<file path="config.mk">
export PLATFORM = sky130hd
export DESIGN_NAME = seven_segment_serial_display_driver_unit
export DESIGN_NICKNAME = d
export VERILOG_FILES = /design/src/ssd_pkg.sv /design/src/ssd_front.sv /design/src/ssd_queue.sv /design/src/ssd_back.sv /design/src/seven_segment_serial_display_driver_unit.sv
export SDC_FILE = /design/constraint.sdc
export NUM_CORES = 1
export LEC_CHECK = 0
export ABC_AREA = 0
export BUFFER_PORTS_ARGS = -buffer_cell sky130_fd_sc_hd__buf_2
export CAP_MARGIN = 20
export CORE_MARGIN = 1
export CORE_UTILIZATION = 57
export DETAILED_ROUTE_END_ITERATION = 8
export GPL_ROUTABILITY_DRIVEN = 0
export PLACE_DENSITY = 0.77
export SLEW_MARGIN = 20
export SYNTH_ARGS = -nofsm -noshare
export SYNTH_HDL_FRONTEND = slang
export SYNTH_SLANG_ARGS = --single-unit
</file>
<file path="constraint.sdc">
create_clock -name clk -period 6.8 [get_ports clk]
set_input_delay 0.68 -clock clk [delete_from_list [all_inputs] [get_ports clk]]
set_output_delay 0.68 -clock clk [all_outputs]
set_load 0.02 [all_outputs]
</file>
<file path="src/ssd_pkg.sv">
// Shared types, constants and lookup functions for the seven-segment serial driver.
`default_nettype none
package ssd_pkg;

  localparam int unsigned DIGITS_DEF    = 4;
  localparam int unsigned VAL_W         = 14;    // holds 0..9999
  localparam int unsigned BITS_PER_DIG  = 16;
  localparam int unsigned QUEUE_DEPTH   = 4;
  localparam logic [15:0] RECIP10       = 16'd52429; // floor(x*52429 >> 19) == x/10 below 43699
  localparam int unsigned RECIP_SHIFT   = 19;
  localparam logic [1:0]  POS_ONES      = 2'd3;
  localparam logic [3:0]  BIT_LAST      = 4'd15;

  // one digit handed from the front end to the serializer
  typedef struct packed {
    logic [7:0] seg;
    logic [1:0] pos;
    logic       last;
  } dig_t;

  typedef struct packed {
    logic full;
    logic empty;
  } q_stat_t;

  // largest value that n digits can show
  function automatic int unsigned digit_limit(input int unsigned n);
    int unsigned lim;
    lim = 1;
    for (int i = 0; i < 4; i++) begin
      if (i < n) lim = lim * 10;
    end
    return lim - 1;
  endfunction

  // active-low segment pattern
  function automatic logic [7:0] seg_of(input logic [3:0] d);
    logic [7:0] s;
    case (d)
      4'd0: s = 8'hC0;
      4'd1: s = 8'hF9;
      4'd2: s = 8'hA4;
      4'd3: s = 8'hB0;
      4'd4: s = 8'h99;
      4'd5: s = 8'h92;
      4'd6: s = 8'h82;
      4'd7: s = 8'hF8;
      4'd8: s = 8'h80;
      4'd9: s = 8'h90;
      default: s = 8'hFF;
    endcase
    return s;
  endfunction

  // digit select byte for a display position
  function automatic logic [7:0] sel_of(input logic [1:0] p);
    logic [7:0] s;
    case (p)
      2'd0: s = 8'hF1;
      2'd1: s = 8'hF2;
      2'd2: s = 8'hF4;
      2'd3: s = 8'hF8;
      default: s = 8'hFF;
    endcase
    return s;
  endfunction

endpackage
`default_nettype wire

</file>
<file path="src/ssd_front.sv">
// Front end: takes a value, saturates it and peels off one decimal digit per cycle while the queue has room.
`default_nettype none
module ssd_front #(
  parameter int unsigned DIGITS = ssd_pkg::DIGITS_DEF
) (
  input  wire logic                 clk,
  input  wire logic                 rst_n,
  input  wire logic                 start,
  output logic                      busy,
  input  wire logic [15:0]          in_value,
  input  wire ssd_pkg::q_stat_t     q_stat,
  output logic                      push,
  output ssd_pkg::dig_t             push_dig
);

  localparam logic [ssd_pkg::VAL_W-1:0] LIMIT =
    ssd_pkg::VAL_W'(ssd_pkg::digit_limit(DIGITS));
  localparam logic [1:0] K_LAST = 2'(DIGITS - 1);

  logic                        conv_r, conv_nxt;
  logic [1:0]                  k_r, k_nxt;
  logic [ssd_pkg::VAL_W-1:0]   val_r, val_nxt;

  logic [29:0]                 prod;
  logic [ssd_pkg::VAL_W-1:0]   quo;
  logic [ssd_pkg::VAL_W-1:0]   quo10;
  logic [3:0]                  dig;
  logic                        accept;

  assign busy   = conv_r;
  assign accept = start && !conv_r;

  // divide by ten through the reciprocal, remainder by subtraction
  assign prod  = 30'(val_r) * 30'(ssd_pkg::RECIP10);
  assign quo   = ssd_pkg::VAL_W'(prod >> ssd_pkg::RECIP_SHIFT);
  assign quo10 = ssd_pkg::VAL_W'({quo, 3'b000}) + ssd_pkg::VAL_W'({quo, 1'b0});
  assign dig   = 4'(val_r - quo10);

  assign push          = conv_r && !q_stat.full;
  assign push_dig.seg  = ssd_pkg::seg_of(dig);
  assign push_dig.pos  = ssd_pkg::POS_ONES - k_r;
  assign push_dig.last = (k_r == K_LAST);

  always_comb begin
    conv_nxt = conv_r;
    k_nxt    = k_r;
    val_nxt  = val_r;
    if (accept) begin
      conv_nxt = 1'b1;
      k_nxt    = 2'd0;
      val_nxt  = (in_value > 16'(LIMIT)) ? LIMIT : ssd_pkg::VAL_W'(in_value);
    end else if (push) begin
      val_nxt = quo;
      k_nxt   = k_r + 2'd1;
      if (k_r == K_LAST) conv_nxt = 1'b0;
    end
  end

  always_ff @(posedge clk) begin
    if (!rst_n) begin
      conv_r <= 1'b0;
      k_r    <= 2'd0;
    end else begin
      conv_r <= conv_nxt;
      k_r    <= k_nxt;
    end
    val_r <= val_nxt;
  end

`ifndef ASSERT_OFF
  a_no_accept_busy: assert property (@(posedge clk) disable iff (!rst_n)
    push |-> !accept) else $error("front accepted while converting");
  a_last_ends: assert property (@(posedge clk) disable iff (!rst_n)
    (push && push_dig.last) |=> !conv_r) else $error("conversion did not end");
  a_first_digit: assert property (@(posedge clk) disable iff (!rst_n)
    accept |=> (conv_r && k_r == 2'd0)) else $error("conversion did not start");
`endif

endmodule
`default_nettype wire

</file>
<file path="src/ssd_queue.sv">
// Small digit queue between the front end and the serializer.
`default_nettype none
module ssd_queue (
  input  wire logic              clk,
  input  wire logic              rst_n,
  input  wire logic              push,
  input  wire ssd_pkg::dig_t     push_dig,
  input  wire logic              pop,
  output ssd_pkg::dig_t          pop_dig,
  output ssd_pkg::q_stat_t       q_stat
);

  localparam int unsigned AW = $clog2(ssd_pkg::QUEUE_DEPTH);

  ssd_pkg::dig_t  mem_r [ssd_pkg::QUEUE_DEPTH];
  logic [AW-1:0]  wp_r, wp_nxt;
  logic [AW-1:0]  rp_r, rp_nxt;
  logic [AW:0]    cnt_r, cnt_nxt;

  assign q_stat.full  = (cnt_r == (AW+1)'(ssd_pkg::QUEUE_DEPTH));
  assign q_stat.empty = (cnt_r == '0);
  assign pop_dig      = mem_r[rp_r];

  always_comb begin
    wp_nxt  = push ? wp_r + AW'(1) : wp_r;
    rp_nxt  = pop  ? rp_r + AW'(1) : rp_r;
    cnt_nxt = cnt_r + (AW+1)'(push) - (AW+1)'(pop);
  end

  always_ff @(posedge clk) begin
    if (!rst_n) begin
      wp_r  <= '0;
      rp_r  <= '0;
      cnt_r <= '0;
    end else begin
      wp_r  <= wp_nxt;
      rp_r  <= rp_nxt;
      cnt_r <= cnt_nxt;
    end
    if (push) mem_r[wp_r] <= push_dig;
  end

`ifndef ASSERT_OFF
  a_no_overflow: assert property (@(posedge clk) disable iff (!rst_n)
    push |-> !q_stat.full) else $error("queue overflow");
  a_no_underflow: assert property (@(posedge clk) disable iff (!rst_n)
    pop |-> !q_stat.empty) else $error("queue underflow");
  a_cnt_up: assert property (@(posedge clk) disable iff (!rst_n)
    (push && !pop) |=> cnt_r == $past(cnt_r) + (AW+1)'(1)) else $error("count slip");
`endif

endmodule
`default_nettype wire

</file>
<file path="src/ssd_back.sv">
// Serializer: shifts each digit out as a 16-bit segment/select word, MSB first.
`default_nettype none
module ssd_back (
  input  wire logic              clk,
  input  wire logic              rst_n,
  input  wire ssd_pkg::q_stat_t  q_stat,
  input  wire ssd_pkg::dig_t     pop_dig,
  output logic                   pop,
  output logic                   out_strobe,
  output logic                   out_data_bit,
  output logic [1:0]             out_digit_position,
  output logic [3:0]             out_bit_number,
  output logic                   out_latch_after,
  output logic                   out_last
);

  logic        act_r;
  logic [3:0]  bcnt_r;
  logic [15:0] sh_r;
  logic [1:0]  pos_r;
  logic        last_r;
  logic        at_end;

  assign at_end = (bcnt_r == ssd_pkg::BIT_LAST);
  assign pop    = !q_stat.empty && (!act_r || at_end);

  always_ff @(posedge clk) begin
    if (!rst_n) begin
      act_r  <= 1'b0;
      bcnt_r <= 4'd0;
    end else if (pop) begin
      act_r  <= 1'b1;
      bcnt_r <= 4'd0;
    end else if (act_r) begin
      act_r  <= !at_end;
      bcnt_r <= bcnt_r + 4'd1;
    end
    if (pop) begin
      sh_r   <= {pop_dig.seg, ssd_pkg::sel_of(pop_dig.pos)};
      pos_r  <= pop_dig.pos;
      last_r <= pop_dig.last;
    end else begin
      sh_r   <= {sh_r[14:0], 1'b0};
    end
  end

  assign out_strobe         = act_r;
  assign out_data_bit       = sh_r[15];
  assign out_digit_position = pos_r;
  assign out_bit_number     = bcnt_r;
  assign out_latch_after    = at_end;
  assign out_last           = at_end && last_r;

`ifndef ASSERT_OFF
  a_bit_adv: assert property (@(posedge clk) disable iff (!rst_n)
    (act_r && !at_end) |=> (act_r && bcnt_r == $past(bcnt_r) + 4'd1))
    else $error("bit counter slip");
  a_load_start: assert property (@(posedge clk) disable iff (!rst_n)
    pop |=> (act_r && bcnt_r == 4'd0)) else $error("digit load failed");
  a_pos_hold: assert property (@(posedge clk) disable iff (!rst_n)
    (act_r && !at_end) |=> $stable(pos_r)) else $error("position changed mid-digit");
`endif

endmodule
`default_nettype wire

</file>
<file path="src/seven_segment_serial_display_driver_unit.sv">
// Top level of the seven-segment serial display driver.
`default_nettype none
// A value is taken on a clock edge with start high and busy low. It is
// clamped to the largest number DIGITS digits can show (9999 for four) and
// sent as one refresh frame of 16*DIGITS serial beats, one beat per clock
// with out_strobe high: ones digit first, then tens, hundreds, thousands.
// Each digit is its active-low segment byte then its select byte, MSB first;
// out_latch_after marks the 16th beat of each digit and out_last the final
// beat of the frame. There is no way to hold results off, so the beats of
// a frame leave back to back, and the serial shifter sets the sustained
// rate at which values are taken. The front end splits the value one digit
// per cycle into a four-entry digit queue, stalling while the queue is
// full, and raises busy only while it splits digits or waits on the queue,
// so the next value is usually taken while the previous frame is still
// shifting out. When the serializer is idle, the first beat of a frame
// appears once its digit has passed through the queue and shift register.
module seven_segment_serial_display_driver_unit #(
  parameter int unsigned DIGITS = ssd_pkg::DIGITS_DEF
) (
  input  wire logic        clk,
  input  wire logic        rst_n,
  input  wire logic        start,
  output logic             busy,
  input  wire logic [15:0] in_value,
  output logic             out_strobe,
  output logic             out_data_bit,
  output logic [1:0]       out_digit_position,
  output logic [3:0]       out_bit_number,
  output logic             out_latch_after,
  output logic             out_last
);

  ssd_pkg::q_stat_t q_stat;
  ssd_pkg::dig_t    push_dig;
  ssd_pkg::dig_t    pop_dig;
  logic             push;
  logic             pop;

  // digit extraction
  ssd_front #(.DIGITS(DIGITS)) u_front (
    .clk      (clk),
    .rst_n    (rst_n),
    .start    (start),
    .busy     (busy),
    .in_value (in_value),
    .q_stat   (q_stat),
    .push     (push),
    .push_dig (push_dig)
  );

  // decouples digit extraction from the bit-serial shift of each digit
  ssd_queue u_queue (
    .clk      (clk),
    .rst_n    (rst_n),
    .push     (push),
    .push_dig (push_dig),
    .pop      (pop),
    .pop_dig  (pop_dig),
    .q_stat   (q_stat)
  );

  // serial output
  ssd_back u_back (
    .clk                (clk),
    .rst_n              (rst_n),
    .q_stat             (q_stat),
    .pop_dig            (pop_dig),
    .pop                (pop),
    .out_strobe         (out_strobe),
    .out_data_bit       (out_data_bit),
    .out_digit_position (out_digit_position),
    .out_bit_number     (out_bit_number),
    .out_latch_after    (out_latch_after),
    .out_last           (out_last)
  );

endmodule
`default_nettype wire
</file>
==> results.yml <==
status:
  outcome: "complete, no violations"
floorplan:
  core_area_mm2: 0.0122
  initial_core_util_pct: 59.5
  die-height_um: 115
  ios: 30
  die_w_um: 115
  rows: 40
  dieArea_mm2: 0.0132
place:
  placed_area_mm2: 0.00760
  port_buffers: 29
  post-dp-hpwl_um: 11900
cts:
  cts_hold_buf: 0
  cts_buffer_depth: 2
  path_clk_slew_ps: 70
  clock_latency_ps: 350
  cts-root-buf: "clkbuf_16"
  cts_max_level: 3
  numCtsBuffers: 9
  cts_tree: "done"
  cts.sinks: 90
sta:
  tns_ps: 0
  layout_min_cycle_time_ps: 6510
  rsz0062_at_grt: "false"
  fin_crit_sh_pct: 95.7
  fin_worst_skew_ps: 7.40
  tightest_slew_ps: 808
  final_hold_viol_count: 0
  drv_slew: 0
  timing.hold.ws_ps: 419
  setup_violations: 0
  timing.fmax_mhz: 154
  slew_headroom_pct: 46.1
yosys:
  synth_top_flop_cell: "edfxtp_1"
  synth_top_area_share_pct: 23.6
  synth.distinct_cells: 49
  yosysWarnings: 0
  synth.net_count: 857
  ys_seq_area_share_pct: 32.7
  synth.most_common_cell: "ha_1"
  synth_area_per_cell_um2: 11.0
  yosysTopAreaCell: "edfxtp_1"
  synth_seq_cells: 90
  syn_area_mm2: 0.00726
  syn_inst: 663
  synth_edf_count: 57
  synthTopCellsByArea: "edfxtp_1 24%, ha_1 21%, fa_1 15%"
  synthTopCellsByCount: "122 x ha_1, 116 x inv_1, 57 x edfxtp_1"
  async_reset_ff_share_pct: 0
cells_and_area:
  layout-drive-gt1-share_pct: 11.9
  fill_cells: 949
  final_area_mm2: 0.00800
  syn2layout_area_growth_pct: 10.2
  antenna_cells: 0
  num-nets-final: 896
global_routing:
  grt_pass1_vias: 5160
  grt_usage_pct: 24.8
  grt_pass1_wl_um: 24700
  grt_max_degree: 21
  grt-ovfl-total: 0
  antenna_found_initial: 0
drt:
  drtPass1Iterations: 8
  wl_um: 14800
  drt_iter0_markers: 429
  vias_per_cell: 5.60
  drc: 0
  num_vias: 4900
  ant_nets: 0
  wl_per_cell_um: 16.9
worst_hold_path:
  hold_class: "reg -> reg"
setup_path:
  end_kind: "flop"
  cp.arrival_ps: 6580
  worstPathRequired_ps: 6870
  cp-start-kind: "flop"
  critPathKind: "reg -> reg"
  cp_max_fo: 5
run:
  max_cap_viol_count: 0
[layout make-up]
class / instances / area, um2 / share of cell area (%)
Timing Repair Buffer: 44 / 258 / 3.22
Clock buffer: 10 / 229 / 2.86
Sequential cell: 90 / 2370 / 29.6
Multi-Input combinational cell: 441 / 4450 / 55.6
Clock inverter: 6 / 48.8 / 0.610
Inverter: 116 / 435 / 5.44
Tap cell: 168 / 210 / 2.63
[critical path, stage by stage, from the launching register on]
cell      delay (ps)
edfxtp_1         400
buf_4            160
ha_1             330
inv_1             70
fa_1             410
fa_1             480
fa_1             540
inv_1             50
fa_1             500
inv_1             60
fa_1             510
inv_1             70
ha_4             290
nand3_1          130
nor3_2           180
o21ai_0           90
o311ai_1         120
buf_4            200
a31oi_1          100
xnor2_1          180
ha_1             340
a21boi_1          70
mux2_4           270
xnor3_2          290
buf_4            200
mux2i_4          200
[final timing paths]
kind	cells after the start	to	from	slack, ps
setup / recovery	25	u_queue.mem_r[3][8]$_DFFE_PP_	u_front.val_r[12]$_SDFFCE_PN0P_	290
setup reg to reg	25	u_queue.mem_r[3][8]$_DFFE_PP_	u_front.val_r[12]$_SDFFCE_PN0P_	290
hold / removal	1	u_back.sh_r[15]$_SDFF_PP1_	u_back.sh_r[14]$_DFF_P_	420
hold reg to reg	1	u_back.sh_r[15]$_SDFF_PP1_	u_back.sh_r[14]$_DFF_P_	420
[metrics by stage]
step	cells	util, %	setup slack [ps]
2_1_floorplan	663	-	173
3_3_place_gp	850	62.2	89.4
3_5_place_dp	850	62.2	-124
4_1_cts	868	64.8	21.3
5_1_grt	875	65.5	11.5
6_report	875	65.5	290
[flip-flops by register name, indices dropped and copies added, names as in the netlist, named ones only]
signal,cells
u_queue.rp_r,2
u_front.busy,1
u_queue.mem_r,40
u_back.out_strobe,1
u_front.val_r,14
u_queue.cnt_r,3
u_queue.wp_r,2
u_back.out_digit_position,2
u_back.last_r,1
u_front.k_r,2
u_back.out_bit_number,4
u_back.sh_r,16
[routing by layer]
layer | vias to the layer above | GRT usage [%] | wire [um]
met5 | - | 0 | 0
met4 | 0 | 8.40 | 436
met3 | 30 | 5.38 | 789
met2 | 136 | 41.0 | 7030
met1 | 2403 | 32.3 | 6570
li1 | 2331 | - | -
[cell families (layout without fill, tap and decap cells)]
| logic type | after synthesis | count (layout) | synth area share (%) |
|---|---|---|---|
| adder cells (fa/ha/maj) | 175 | 175 | 35.6 |
| AO/OA/AOI/OAI | 91 | 91 | 8.20 |
| flip-flops | 90 | 90 | 32.7 |
| AND/OR/NAND/NOR | 127 | 127 | 8.44 |
| XOR/XNOR | 28 | 28 | 3.58 |
| multiplexers | 20 | 20 | 4.62 |
| buffers and inverters | 132 | 176 | 6.84 |
[placed cells by master (no fill, tap or decap), types with 4 or more instances in the layout]
cell type,count
buf_2,29
xnor2_1,16
o22ai_1,5
a21oi_1,25
dfxtp_1,33
nor2_1,19
mux4_2,10
edfxtp_1,57
mux2i_1,5
and3_1,4
fa_1,52
inv_1,116
ha_1,121
nand3_1,9
nand2_1,47
nor3_1,12
o21ai_0,15
a21o_1,10
o21a_1,5
nand2b_1,8
clkbuf_16,9
buf_4,15
a211oi_1,5
and2_1,13
xor2_1,11
[timing repair]
action | in CTS | in global routing
setup endpoints to repair | 20 | 28
setup buffers | 2 | 7
pin swaps | 0 | 4
gates resized for setup | 5 | 7
Power is not shown: default switching activity piles up to over one toggle a cycle in this logic, so the estimate is an artifact.
